### src/rtl/odo_pkg.sv
// Shared types, constants and the arctangent table for the odometry block.
package odo_pkg;

  typedef enum logic [2:0] {
    ST_IDLE,
    ST_SPEED,
    ST_RATE,
    ST_STEP,
    ST_HEAD,
    ST_DONE
  } odo_state_t;

  localparam logic [7:0] CFG_WHEEL_GAIN = 8'd0;
  localparam logic [7:0] CFG_INV_TRACK  = 8'd1;

  localparam logic signed [33:0] CORDIC_X0  = 34'sd652032874;
  localparam logic [31:0]        HEAD_SCALE = 32'd2867080570;
  localparam logic [29:0]        POS_DIV    = 30'd1024000000;

  localparam int DIV_W     = 66;
  localparam int DIV_STEPS = 37;

  localparam logic [5:0] PHASE_LAST = 6'd39;

  function automatic logic [31:0] odo_atan(input logic [4:0] idx);
    logic [31:0] v;
    begin
      unique case (idx)
        5'd0:  v = 32'h20000000;
        5'd1:  v = 32'h12E4051E;
        5'd2:  v = 32'h09FB385B;
        5'd3:  v = 32'h051111D4;
        5'd4:  v = 32'h028B0D43;
        5'd5:  v = 32'h0145D7E1;
        5'd6:  v = 32'h00A2F61E;
        5'd7:  v = 32'h00517C55;
        5'd8:  v = 32'h0028BE53;
        5'd9:  v = 32'h00145F2F;
        5'd10: v = 32'h000A2F98;
        5'd11: v = 32'h000517CC;
        5'd12: v = 32'h00028BE6;
        5'd13: v = 32'h000145F3;
        5'd14: v = 32'h0000A2FA;
        5'd15: v = 32'h0000517D;
        5'd16: v = 32'h000028BE;
        5'd17: v = 32'h0000145F;
        5'd18: v = 32'h00000A30;
        5'd19: v = 32'h00000518;
        5'd20: v = 32'h0000028C;
        5'd21: v = 32'h00000146;
        5'd22: v = 32'h000000A3;
        5'd23: v = 32'h00000051;
        5'd24: v = 32'h00000029;
        5'd25: v = 32'h00000014;
        5'd26: v = 32'h0000000A;
        5'd27: v = 32'h00000005;
        5'd28: v = 32'h00000003;
        5'd29: v = 32'h00000001;
        5'd30: v = 32'h00000001;
        default: v = 32'h00000000;
      endcase
      return v;
    end
  endfunction

endpackage

### src/rtl/differential_drive_odometry_top.sv
// Top level of the differential-drive odometry block: sequencer, registers and pose state.
//
//  Channel  Direction  Handshake                 Payload
//  in_      slave      in_tvalid / in_tready     in_tdata  (88 bits)
//  out_     master     out_tvalid / out_tready   out_tdata (192 bits)
//  cfg_     slave      cfg_valid / cfg_ready     cfg_index, cfg_data
//
// An item passes through four phases (speed, rate, step, heading), in which the bit-serial
// multipliers and, in the heading phase, the restoring divider work, and then a final step
// that updates the pose. The next item is taken in the idle state after that, so the block
// takes no new item until the last one is through. The CORDIC runs alongside the first phase.
// Reset clears the pose, the heading, the registers and all control state.
// A new item is taken only once the previous result has been loaded into the
// output register; a stall on the output holds the block in its last step.
module differential_drive_odometry_top
  import odo_pkg::*;
#(
  parameter int CORDIC_STEPS = 24
) (
  input  logic         clk,
  input  logic         rst_n,
  input  logic         in_tvalid,
  output logic         in_tready,
  input  logic [87:0]  in_tdata,   // left_motor_speed, right_motor_speed, elapsed_time, pad
  output logic         out_tvalid,
  input  logic         out_tready,
  output logic [191:0] out_tdata,  // position_x, position_y, heading_angle, forward_speed,
                                   // turn_rate
  input  logic         cfg_valid,
  output logic         cfg_ready,
  input  logic [7:0]   cfg_index,
  input  logic [31:0]  cfg_data
);

  odo_state_t state_r, state_nxt;
  logic [5:0] cnt_r;

  logic [31:0] gain_r;
  logic [23:0] inv_r;

  logic signed [31:0] ml_r, mr_r;
  logic [19:0]        dt_r;
  logic signed [31:0] fwd_r;
  logic signed [32:0] diff_r;
  logic signed [31:0] turn_r;
  logic signed [45:0] tx_r, ty_r;
  logic signed [51:0] q_r;

  logic signed [47:0] pos_x_r, pos_y_r;
  logic [31:0]        heading_r;

  logic         out_valid_r;
  logic [191:0] out_data_r;

  logic in_acc, ph_start, ph_end, done_fire;

  logic signed [51:0] a0;
  logic [31:0]        b0;
  logic signed [45:0] a1, a2;
  logic [32:0]        b1, b2;
  logic               s1;
  logic signed [83:0] p0;
  logic signed [78:0] p1, p2;

  logic signed [33:0] cos_v, sin_v;
  logic signed [DIV_STEPS:0] qx, qy;

  logic signed [31:0] vl, vr;
  logic signed [32:0] vsum;
  logic signed [40:0] t41;
  logic signed [31:0] turn_sat;
  logic signed [48:0] px_sum, py_sum;
  logic signed [47:0] px_nxt, py_nxt;
  logic [31:0]        heading_nxt;

  assign in_acc    = in_tvalid && in_tready;
  assign ph_end    = (cnt_r == PHASE_LAST);
  assign done_fire = (state_r == ST_DONE) && (!out_valid_r || out_tready);

  // Next state
  always_comb begin
    state_nxt = state_r;
    unique case (state_r)
      ST_IDLE:  if (in_acc) state_nxt = ST_SPEED;
      ST_SPEED: if (ph_end) state_nxt = ST_RATE;
      ST_RATE:  if (ph_end) state_nxt = ST_STEP;
      ST_STEP:  if (ph_end) state_nxt = ST_HEAD;
      ST_HEAD:  if (ph_end) state_nxt = ST_DONE;
      ST_DONE:  if (done_fire) state_nxt = ST_IDLE;
      default:  state_nxt = ST_IDLE;
    endcase
  end

  // Outputs of the sequencer
  always_comb begin
    in_tready = 1'b0;
    ph_start  = 1'b0;
    unique case (state_r)
      ST_IDLE:                             in_tready = 1'b1;
      ST_SPEED, ST_RATE, ST_STEP, ST_HEAD: ph_start  = (cnt_r == '0);
      ST_DONE:                             ph_start  = 1'b0;
      default:                             in_tready = 1'b0;
    endcase
  end

  always_ff @(posedge clk) begin
    if (!rst_n) begin
      state_r <= ST_IDLE;
      cnt_r   <= '0;
    end else begin
      state_r <= state_nxt;
      if (state_nxt != state_r) begin
        cnt_r <= '0;
      end else begin
        cnt_r <= cnt_r + 1'b1;
      end
    end
  end

  assign cfg_ready = 1'b1;

  always_ff @(posedge clk) begin
    if (!rst_n) begin
      gain_r <= '0;
      inv_r  <= '0;
    end else if (cfg_valid && cfg_ready) begin
      unique case (cfg_index)
        CFG_WHEEL_GAIN: gain_r <= cfg_data;
        CFG_INV_TRACK:  inv_r  <= cfg_data[23:0];
        default:        ;
      endcase
    end
  end

  // Operand selection for the serial units
  always_comb begin
    a0 = '0;
    b0 = '0;
    a1 = '0;
    b1 = '0;
    s1 = 1'b0;
    a2 = '0;
    b2 = '0;
    unique case (state_r)
      ST_SPEED: begin
        a0 = 52'(ml_r);
        b0 = gain_r;
        a1 = 46'(mr_r);
        b1 = {1'b0, gain_r};
      end
      ST_RATE: begin
        a0 = 52'(diff_r);
        b0 = {8'd0, inv_r};
        a1 = 46'(cos_v);
        a2 = 46'(sin_v);
        b1 = 33'(fwd_r);
        b2 = 33'(fwd_r);
        s1 = 1'b1;
      end
      ST_STEP: begin
        a0 = 52'(turn_r);
        b0 = {12'd0, dt_r};
        a1 = tx_r;
        a2 = ty_r;
        b1 = {13'd0, dt_r};
        b2 = {13'd0, dt_r};
      end
      ST_HEAD: begin
        a0 = q_r;
        b0 = HEAD_SCALE;
      end
      default: ;
    endcase
  end

  odo_mul #(.WA(52), .WB(32)) u_mul0 (
    .clk(clk), .rst_n(rst_n), .start(ph_start), .b_sgn(1'b0),
    .a(a0), .b(b0), .prod(p0)
  );

  odo_mul #(.WA(46), .WB(33)) u_mul1 (
    .clk(clk), .rst_n(rst_n), .start(ph_start), .b_sgn(s1),
    .a(a1), .b(b1), .prod(p1)
  );

  odo_mul #(.WA(46), .WB(33)) u_mul2 (
    .clk(clk), .rst_n(rst_n), .start(ph_start), .b_sgn(s1),
    .a(a2), .b(b2), .prod(p2)
  );

  odo_cordic #(.STEPS(CORDIC_STEPS)) u_cordic (
    .clk(clk), .rst_n(rst_n), .start(ph_start && (state_r == ST_SPEED)),
    .angle(heading_r), .cos_o(cos_v), .sin_o(sin_v)
  );

  odo_div u_div_x (
    .clk(clk), .rst_n(rst_n), .start(ph_start && (state_r == ST_HEAD)),
    .num(p1[DIV_W-1:0]), .quo(qx)
  );

  odo_div u_div_y (
    .clk(clk), .rst_n(rst_n), .start(ph_start && (state_r == ST_HEAD)),
    .num(p2[DIV_W-1:0]), .quo(qy)
  );

  always_comb begin
    vl   = p0[63:32];
    vr   = p1[63:32];
    vsum = 33'(vl) + 33'(vr);
    t41  = p0[56:16];
    if (t41 > 41'sd2147483647) begin
      turn_sat = 32'sh7FFFFFFF;
    end else if (t41 < -41'sd2147483648) begin
      turn_sat = 32'sh80000000;
    end else begin
      turn_sat = t41[31:0];
    end
    px_sum = 49'(pos_x_r) + 49'(qx);
    py_sum = 49'(pos_y_r) + 49'(qy);
    if (px_sum[48] != px_sum[47]) begin
      px_nxt = px_sum[48] ? {1'b1, 47'd0} : {1'b0, {47{1'b1}}};
    end else begin
      px_nxt = px_sum[47:0];
    end
    if (py_sum[48] != py_sum[47]) begin
      py_nxt = py_sum[48] ? {1'b1, 47'd0} : {1'b0, {47{1'b1}}};
    end else begin
      py_nxt = py_sum[47:0];
    end
    heading_nxt = heading_r + p0[69:38];
  end

  always_ff @(posedge clk) begin
    if (in_acc) begin
      ml_r <= in_tdata[31:0];
      mr_r <= in_tdata[63:32];
      dt_r <= in_tdata[83:64];
    end
    if (ph_end && (state_r == ST_SPEED)) begin
      fwd_r  <= vsum[32:1];
      diff_r <= 33'(vr) - 33'(vl);
    end
    if (ph_end && (state_r == ST_RATE)) begin
      turn_r <= turn_sat;
      tx_r   <= p1[65:20];
      ty_r   <= p2[65:20];
    end
    if (ph_end && (state_r == ST_STEP)) begin
      q_r <= p0[51:0];
    end
    if (done_fire) begin
      out_data_r <= {turn_r, fwd_r, heading_nxt, py_nxt, px_nxt};
    end
  end

  always_ff @(posedge clk) begin
    if (!rst_n) begin
      pos_x_r     <= '0;
      pos_y_r     <= '0;
      heading_r   <= '0;
      out_valid_r <= 1'b0;
    end else begin
      if (done_fire) begin
        pos_x_r   <= px_nxt;
        pos_y_r   <= py_nxt;
        heading_r <= heading_nxt;
      end
      if (done_fire) begin
        out_valid_r <= 1'b1;
      end else if (out_tready) begin
        out_valid_r <= 1'b0;
      end
    end
  end

  assign out_tvalid = out_valid_r;
  assign out_tdata  = out_data_r;

`ifndef SYNTHESIS
  a_accept_starts: assert property (@(posedge clk) disable iff (!rst_n)
    in_acc |=> (state_r == ST_SPEED))
    else $error("accepted transfer did not start the speed phase");

  a_done_loads: assert property (@(posedge clk) disable iff (!rst_n)
    done_fire |=> (out_valid_r && (state_r == ST_IDLE)))
    else $error("finished item did not reach the output register");

  a_heading_only_on_done: assert property (@(posedge clk) disable iff (!rst_n)
    ($past(rst_n) && !$stable(heading_r)) |-> $past(state_r == ST_DONE))
    else $error("heading changed outside the update step");

  a_no_accept_busy: assert property (@(posedge clk) disable iff (!rst_n)
    (state_r != ST_IDLE) |-> !in_tready)
    else $error("input ready while an item is in progress");
`endif

endmodule

### src/rtl/odo_mul.sv
// Bit-serial shift-and-add multiplier, one multiplier bit per cycle.
module odo_mul #(
  parameter int WA = 52,
  parameter int WB = 32
) (
  input  logic                       clk,
  input  logic                       rst_n,
  input  logic                       start,
  input  logic                       b_sgn,
  input  logic signed [WA-1:0]       a,
  input  logic        [WB-1:0]       b,
  output logic signed [WA+WB-1:0]    prod
);

  localparam int CW = $clog2(WB + 1);

  logic signed [WA-1:0] a_r;
  logic        [WB-1:0] b_r;
  logic signed [WA:0]   hi_r;
  logic        [WB-1:0] lo_r;
  logic                 sgn_r;
  logic        [CW-1:0] cnt_r;

  logic signed [WA:0]   a_ext;
  logic signed [WA:0]   addend;
  logic signed [WA:0]   sum;
  logic                 last;
  logic signed [WA:0]   hi_nxt;
  logic        [WB-1:0] lo_nxt;

  always_comb begin
    a_ext  = $signed({a_r[WA-1], a_r});
    last   = (cnt_r == CW'(WB - 1));
    addend = '0;
    if (b_r[0]) begin
      addend = (last && sgn_r) ? -a_ext : a_ext;
    end
    sum    = hi_r + addend;
    hi_nxt = $signed({sum[WA], sum[WA:1]});
    lo_nxt = {sum[0], lo_r[WB-1:1]};
  end

  always_ff @(posedge clk) begin
    if (!rst_n) begin
      cnt_r <= CW'(WB);
    end else if (start) begin
      cnt_r <= '0;
    end else if (cnt_r != CW'(WB)) begin
      cnt_r <= cnt_r + 1'b1;
    end
  end

  always_ff @(posedge clk) begin
    if (start) begin
      a_r   <= a;
      b_r   <= b;
      sgn_r <= b_sgn;
      hi_r  <= '0;
      lo_r  <= '0;
    end else if (cnt_r != CW'(WB)) begin
      hi_r <= hi_nxt;
      lo_r <= lo_nxt;
      b_r  <= {1'b0, b_r[WB-1:1]};
    end
  end

  assign prod = $signed({hi_r[WA-1:0], lo_r});

endmodule

### src/rtl/odo_cordic.sv
// Iterative rotation-mode CORDIC giving cosine and sine of a binary angle.
module odo_cordic
  import odo_pkg::*;
#(
  parameter int STEPS = 24
) (
  input  logic               clk,
  input  logic               rst_n,
  input  logic               start,
  input  logic [31:0]        angle,
  output logic signed [33:0] cos_o,
  output logic signed [33:0] sin_o
);

  logic signed [33:0] x_r;
  logic signed [33:0] y_r;
  logic signed [32:0] z_r;
  logic               flip_r;
  logic [5:0]         cnt_r;

  logic               flip;
  logic [31:0]        h;
  logic signed [33:0] xs;
  logic signed [33:0] ys;
  logic signed [32:0] at;

  always_comb begin
    flip = angle[31] ^ angle[30];
    h    = flip ? {~angle[31], angle[30:0]} : angle;
    xs   = x_r >>> cnt_r[4:0];
    ys   = y_r >>> cnt_r[4:0];
    at   = $signed({1'b0, odo_atan(cnt_r[4:0])});
  end

  always_ff @(posedge clk) begin
    if (!rst_n) begin
      cnt_r <= 6'(STEPS);
    end else if (start) begin
      cnt_r <= '0;
    end else if (cnt_r != 6'(STEPS)) begin
      cnt_r <= cnt_r + 1'b1;
    end
  end

  always_ff @(posedge clk) begin
    if (start) begin
      x_r    <= CORDIC_X0;
      y_r    <= '0;
      z_r    <= $signed({h[31], h});
      flip_r <= flip;
    end else if (cnt_r != 6'(STEPS)) begin
      if (!z_r[32]) begin
        x_r <= x_r - ys;
        y_r <= y_r + xs;
        z_r <= z_r - at;
      end else begin
        x_r <= x_r + ys;
        y_r <= y_r - xs;
        z_r <= z_r + at;
      end
    end
  end

  assign cos_o = flip_r ? -x_r : x_r;
  assign sin_o = flip_r ? -y_r : y_r;

endmodule

### src/rtl/odo_div.sv
// Bit-serial restoring division of a signed value by the position scale, truncating.
module odo_div
  import odo_pkg::*;
(
  input  logic                      clk,
  input  logic                      rst_n,
  input  logic                      start,
  input  logic signed [DIV_W-1:0]   num,
  output logic signed [DIV_STEPS:0] quo
);

  logic [29:0]          rem_r;
  logic [DIV_STEPS-1:0] sh_r;
  logic                 neg_r;
  logic [5:0]           cnt_r;

  logic [DIV_W-1:0]     mag;
  logic [30:0]          t;
  logic                 ge;
  logic [30:0]          diff;

  always_comb begin
    mag  = num[DIV_W-1] ? DIV_W'(-num) : DIV_W'(num);
    t    = {rem_r, sh_r[DIV_STEPS-1]};
    ge   = (t >= {1'b0, POS_DIV});
    diff = t - {1'b0, POS_DIV};
  end

  always_ff @(posedge clk) begin
    if (!rst_n) begin
      cnt_r <= 6'(DIV_STEPS);
    end else if (start) begin
      cnt_r <= '0;
    end else if (cnt_r != 6'(DIV_STEPS)) begin
      cnt_r <= cnt_r + 1'b1;
    end
  end

  always_ff @(posedge clk) begin
    if (start) begin
      rem_r <= 30'(mag[DIV_W-1:DIV_STEPS]);
      sh_r  <= mag[DIV_STEPS-1:0];
      neg_r <= num[DIV_W-1];
    end else if (cnt_r != 6'(DIV_STEPS)) begin
      rem_r <= ge ? diff[29:0] : t[29:0];
      sh_r  <= {sh_r[DIV_STEPS-2:0], ge};
    end
  end

  assign quo = neg_r ? -$signed({1'b0, sh_r}) : $signed({1'b0, sh_r});

endmodule

### config.mk
export PLATFORM = sky130hd
export DESIGN_NAME = differential_drive_odometry_top
export DESIGN_NICKNAME = d
export VERILOG_FILES = /design/src/rtl/odo_pkg.sv /design/src/rtl/differential_drive_odometry_top.sv /design/src/rtl/odo_mul.sv /design/src/rtl/odo_cordic.sv /design/src/rtl/odo_div.sv
export SDC_FILE = /design/constraint.sdc
export NUM_CORES = 2
export LEC_CHECK = 0
export BUFFER_PORTS_ARGS = -buffer_cell sky130_fd_sc_hd__buf_2
export CAP_MARGIN = 15
export CORE_MARGIN = 8
export CORE_UTILIZATION = 40
export DETAILED_ROUTE_END_ITERATION = 10
export HOLD_SLACK_MARGIN = 0.06
export PLACE_DENSITY_LB_ADDON = 0.25
export SYNTH_ARGS = -nofsm -noshare
export SYNTH_HDL_FRONTEND = slang
export SYNTH_SLANG_ARGS = --single-unit
### constraint.sdc
create_clock -name clk -period 8.5 [get_ports clk]
set_clock_uncertainty 0.15 [all_clocks]
set_input_delay 0.85 -clock clk [delete_from_list [all_inputs] [get_ports clk]]
set_output_delay 0.85 -clock clk [all_outputs]
set_load 0.005 [all_outputs]
Yosys cells after proc, flatten, opt, wreduce, memory -nomap -nowiden
Memories as Yosys holds them, arrays and structs flattened.
Index checks and enable logic that the tools add are counted.
Storage, ports and cells
  register bits after elaboration: 1470
  bits in read-only memories: 960
  bits of input ports: 133
  output and inout port bits: 195
  logic and storage cells: 210
  memories kept: 1
Memories
  (name not given): depth 32, width 30, read ports 1, clocked after memory_dff 0, write ports 0, line odo_pkg.sv:28  | unique case (idx)
Operators by class
  add/sub/neg operators: 31
  magnitude comparators: 4
  equal/unequal tests: 18
  shift-type cells: 2
  mux-type cells: 68
  bitwise logic cells: 3
  reductions and logical operators: 28
Operator list (count)
  33-bit two-way mux: 7
  52-bit case mux with 4 select lines: 1
  48-bit two-way mux: 4
  47-bit two-way mux: 4
  37-bit two-way mux: 4
  46-bit case mux with 3 select lines: 1
  34-bit two-way mux: 4
  66-bit two-way mux: 2
  66-bit negation: 2
  32-bit two-way mux: 4
  32-bit case mux with 4 select lines: 1
  29-bit two-way mux: 4
  33-bit case mux with 3 select lines: 1
  48-bit by 38-bit adder with 49-bit output: 2
  46-bit by 47-bit adder with 47-bit output: 2
  46-bit negation with 47-bit output: 2
  46-bit case mux with 2 select lines: 1
  38-bit two-way mux: 2
  37-bit negation with 38-bit output: 2
  34-bit adder: 2
  34-bit negation: 2
  34-bit by 5-bit >>> shifter with 34-bit output: 2
  34-bit subtractor: 2
  33-bit case mux with 2 select lines: 1
  39 further kinds: 95

Logic depth before layout (Yosys ltp)
  word-level depth: 7
  mapped depth: 31
  depth with buffers taken out: 25

By module
Synthesis repeated with hierarchy kept, for this count alone.
Unflattened totals
  cells, all modules: 10403
  area total of the unflattened synthesis: 96460.0 µm²
By module, submodules not included
  differential_drive_odometry_top: instances 1, cells each 3592, area each 37708.7 µm², sequential area each 19408.6 µm²
  odo_cordic: instances 1, cells each 2192, area each 17123.9 µm², sequential area each 2502.4 µm²
  odo_div: instances 2, cells each 699, area each 5977.0 µm², sequential area each 2152.1 µm²
  odo_mul at u_mul0: instances 1, cells each 1168, area each 10607.7 µm², sequential area each 4354.2 µm²
  odo_mul at u_mul1: instances 1, cells each 1024, area each 9536.6 µm², sequential area each 4103.9 µm²
  odo_mul at u_mul2: instances 1, cells each 1029, area each 9529.1 µm², sequential area each 4103.9 µm²

Worst setup path after synthesis
No wires, ideal clock.
  kind: input-to-reg
  start: in out_tready
  end: reg out_data_r[0] (netlist: out_tdata[0]), enable pin
  setup time: 632 ps
  arrival time: 6917 ps
  required time: 7718 ps
  path slack: 801 ps
  cell stages on the path: 5
  path buffers: 2
  cell sequence: nand2b_1 -> nand3_1 -> inv_2 -> clkbuf_1 -> clkbuf_1
On the way
  cells in the longest elaborated chain, start to end: 2
RTL lines
  start: declaration: line differential_drive_odometry_top.sv:26  | input logic out_tready,
  1-bit logical OR: line differential_drive_odometry_top.sv:78  | assign done_fire = (state_r == ST_DONE) && (!out_valid_r || out_tready);
  1-bit logical AND: line differential_drive_odometry_top.sv:78
  named net done_fire: line differential_drive_odometry_top.sv:55  | logic in_acc, ph_start, ph_end, done_fire;
  end signal: assignment: line differential_drive_odometry_top.sv:252  | out_data_r <= {turn_r, fwd_r, heading_nxt, py_nxt, px_nxt};
  end: declaration: line differential_drive_odometry_top.sv:53  | logic [191:0] out_data_r;
The timed path passes the listed nets, and every way through them passes these cells.
A chain may end at the register's enable or synchronous reset.

Worst setup path in the final report
  start: reg u_cordic.cnt_r[1]
  end: reg u_cordic.x_r[33]
On the way
  cells in the longest elaborated chain, start to end: 3
  elaborated cells between the ends (all ways): 5
  classes of those cells: add/sub (2); eq/ne (1); shift (1); mux (1)
RTL lines
  start: declaration: line odo_cordic.sv:19  | logic [5:0] cnt_r;
  start signal: assignment: line odo_cordic.sv:37  | cnt_r <= 6'(STEPS);
  start signal: assignment: line odo_cordic.sv:41  | cnt_r <= cnt_r + 1'b1;
  34-bit by 5-bit >>> shifter with 34-bit output: line odo_cordic.sv:31  | ys = y_r >>> cnt_r[4:0];
  34-bit subtractor or 34-bit adder (tied branches): line odo_cordic.sv:53, odo_cordic.sv:57
  34-bit two-way mux: line odo_cordic.sv:52  | if (!z_r[32]) begin
  end signal: assignment: line odo_cordic.sv:53  | x_r <= x_r - ys;
  end signal: assignment: line odo_cordic.sv:57  | x_r <= x_r + ys;
  end: declaration: line odo_cordic.sv:15  | logic signed [33:0] x_r;
Parallel ways exist; a longest one is shown, timed or not.

==> impl_metrics.yaml <==
yosys:
  synth_cell_types: 98
  synth-seq-cells: 1470
  ys_seq_area_share_pct: 42.69
  synth_fp_nets: 10400
  synth_edf_count: 928
  synthTopCellsByArea: "edfxtp_1 (31%), dfxtp_1 (12%), ha_1 (6.5%)"
  avgSynthCellArea_um2: 9.271
  ys.flop_type: "edfxtp_1"
  synthDominantCellAreaShare_pct: 30.73
  ys.warnings.count: 0
  yosys.area.top_type: "edfxtp_1"
  netlist_area_um2: 90690
  synthArstFlopShare_pct: 0
  syn_inst: 9782
setup_path:
  endpoint_kind: "register"
  path_class: "register to register"
  r2r_slack_ns: 0.82
  start_kind: "register"
  worstPathMaxFanout: 65
  crit_arrival_ns: 8.22
  cp_data_required_time_ns: 9.04
sta:
  max_freq_ghz: 0.1302
  setup_tns_ns: 0
  hold_viol: 0
  worstMarginPinSlew_ns: 1.104
  relSlewSlack_pct: 26.38
  rsz0062_at_grt: "false"
  finalWorstPathRequiredPeriod_ns: 7.682
  finalCritPeriodShare_pct: 90.37
  slew_violations: 0
  finalSetupViolCount: 0
detailed_routing:
  via_per_inst: 5.720
  final_antenna_net_count: 0
  initialDrtViolationCount: 6688
  drt-total-wl_mm: 280.4
  wire_per_inst_um: 21.49
  dr.pass1.iters: 6
  vias: 74640
  drc: 0
run_status:
  outcome: "finished clean"
layout:
  design_area_um2: 101600
  final_common_cell: "nand2_1"
  nFillCells: 21380
  final_cell_mix: "nand2_1 (1328), edfxtp_1 (928), a21oi_1 (852), o21ai_0 (782), nor2_1 (548)"
  layout-drive-gt1-share_pct: 9.641
  final_nets: 10520
  synthToLayoutAreaGrowth_pct: 12.07
die:
  io_pins: 328
  die_y_um: 492.1
  row_count: 174
  chipWidth_um: 492.1
  die_area_um2: 242200
  start_util_pct: 40.28
  core_region_area_um2: 225100
grt:
  grt_overflow: 0
  antenna_found_initial: 10
  grt_usage_pct: 21.99
  grt_max_degree: 175
  grt_pass1_vias: 70840
  grt_pass1_wl_mm: 425.3
job:
  maxCapViolCount: 0
pwr:
  powerDensity_nw_per_um2: 355.5
  vdd_drop_max_v: 0.0002268
  p_leak_uw: 0.04023
placed_design:
  portBuffers: 322
  dp_hpwl_mm: 202.8
  place_area_um2: 95060
  place.gp.congestion: 0.9390
clock_tree:
  cts.path.max_buffers: 3
  clock_latency_ns: 0.85
  cts_tree: "built"
  cts_root_buf: "clkbuf_16"
  cts_setup_buffers: 0
  h-tree-depth: 4
  holdBufCountCts: 68
  path_clk_slew_ns: 0.06
  cts_made_buffers: 164
  ctsResizeCount: 0
  cts.sinks: 1470
min_path:
  hp-class: "input port to register"
==> cell type report <==
class	count	area [µm²]	share of cell area, %
Clock buffer	223	4571	4.497
Multi-Input combinational cell	7452	48850	48.06
Antenna cell	6	15.01	0.01477
Sequential cell	1470	38740	38.12
Clock inverter	85	1280	1.259
Tap cell	2992	3744	3.684
Inverter	306	1167	1.149
Timing Repair Buffer	515	3269	3.217
==> stage by stage <==
stage / power (µW) / instances / utilization [%] / setup slack (ns) / hold WS, ns
2_1_floorplan: 23770 / 9782 / - / 0.8011 / 0.2581
3_3_place_gp: 27980 / 12660 / 42.22 / 1.003 / 0.2665
3_5_place_dp: 28310 / 12670 / 42.23 / 0.9153 / 0.2732
4_1_cts: 36110 / 13040 / 45.13 / 0.8800 / 0.06029
5_1_grt: 38590 / 13050 / 45.15 / 0.2094 / 0.06540
6_report: 36130 / 13050 / 45.15 / 0.8184 / 0.1178
==> kinds of logic (layout without fill, tap and decap cells) <==
logic type | Yosys count | after routing | share of synthesized area, %
muxes | 192 | 192 | 3.129
buffers and inverters | 860 | 1129 | 3.611
xor gates and xnor gates | 856 | 856 | 8.267
AOI/OAI and AO/OA | 2951 | 2951 | 20.29
other | 1 | 7 | 0.004135
DFF | 1470 | 1470 | 42.69
and+or+nand+nor | 2948 | 2948 | 15.03
adders and majority gates | 504 | 504 | 6.979
==> power by group <==
part | internal (µW) | total (µW) | switching (µW)
clock | 4500 | 7650 | 3150
sequential | 9600 | 11500 | 1870
combinational | 6890 | 17000 | 10100
==> path summary, 6_finish.rpt <==
check,start,to,cells after the start
worst max register to register,u_cordic.cnt_r[1]$_SDFFE_PP0N_,u_cordic.x_r[33]$_SDFFE_PP0N_,25
worst max-delay path,u_cordic.cnt_r[1]$_SDFFE_PP0N_,u_cordic.x_r[33]$_SDFFE_PP0N_,25
worst min-delay path,cfg_data[4],gain_r[4]$_SDFFE_PN0P_,3
worst min register to register,u_mul0.lo_r[0]$_SDFFE_PP0P_,q_r[0]$_DFFE_PP_,0
==> flip-flops by register name (all words and copies together) (netlist names), 46 cells and up <==
name         cells
out_tdata      192
ty_r            46
u_mul1.a_r      46
u_mul2.hi_r     46
u_mul0.hi_r     52
u_mul2.a_r      46
u_mul0.a_r      52
q_r             52
u_mul1.hi_r     46
pos_x_r         48
tx_r            46
pos_y_r         48
==> Yosys cell counts (47+ instances only) <==
library cell and count:
a211oi_1 68, a21o_1 288, a21oi_1 852, a22oi_1 171
a31oi_1 74, and2_1 175, and3_1 62, buf_1 52
clkbuf_1 477, dfxtp_1 542, edfxtp_1 928, ha_1 469
inv_1 299, mux2i_1 81, mux4_2 69, nand2_1 1335
nand2b_1 103, nand3_1 154, nor2_1 557, nor2b_1 61
nor3_1 131, nor4_1 47, o211ai_1 51, o21a_1 78
o21ai_0 784, o21bai_1 67, o31ai_1 119, o41ai_1 58
or3_1 104, or4_1 53, xnor2_1 467, xor2_1 389
==> per-layer routing <==
| metal | wire length [µm] | track usage [%] | vias up |
|---|---|---|---|
| li1 | - | - | 35810 |
| met4 | 9261 | 7.078 | 0 |
| met3 | 17920 | 3.414 | 409 |
| met5 | 0 | 0 | - |
| met2 | 124600 | 34.67 | 2413 |
| met1 | 128600 | 31.03 | 36000 |
==> critical path: stages (launching register included) <==
cell      delay (ns)
dfxtp_4         0.93
buf_4           0.45
mux4_2          0.57
mux2i_1         0.38
o22ai_1         0.15
a211oi_1        0.51
nand4_1         0.32
nor4b_2         0.54
inv_1           0.16
nor3_1          0.50
a21oi_1         0.15
xor2_1          0.18
nor2_1          0.09
a21oi_1         0.05
ha_1            0.36
and3_1          0.25
nand3_1         0.10
a21oi_1         0.20
o21bai_1        0.15
a31oi_1         0.37
o221ai_1        0.23
o21ai_0         0.26
xnor2_1         0.16
nor2_1          0.07
xnor2_1         0.18
nor2_1          0.06
Note: power is estimated with default switching activity, not from simulation.
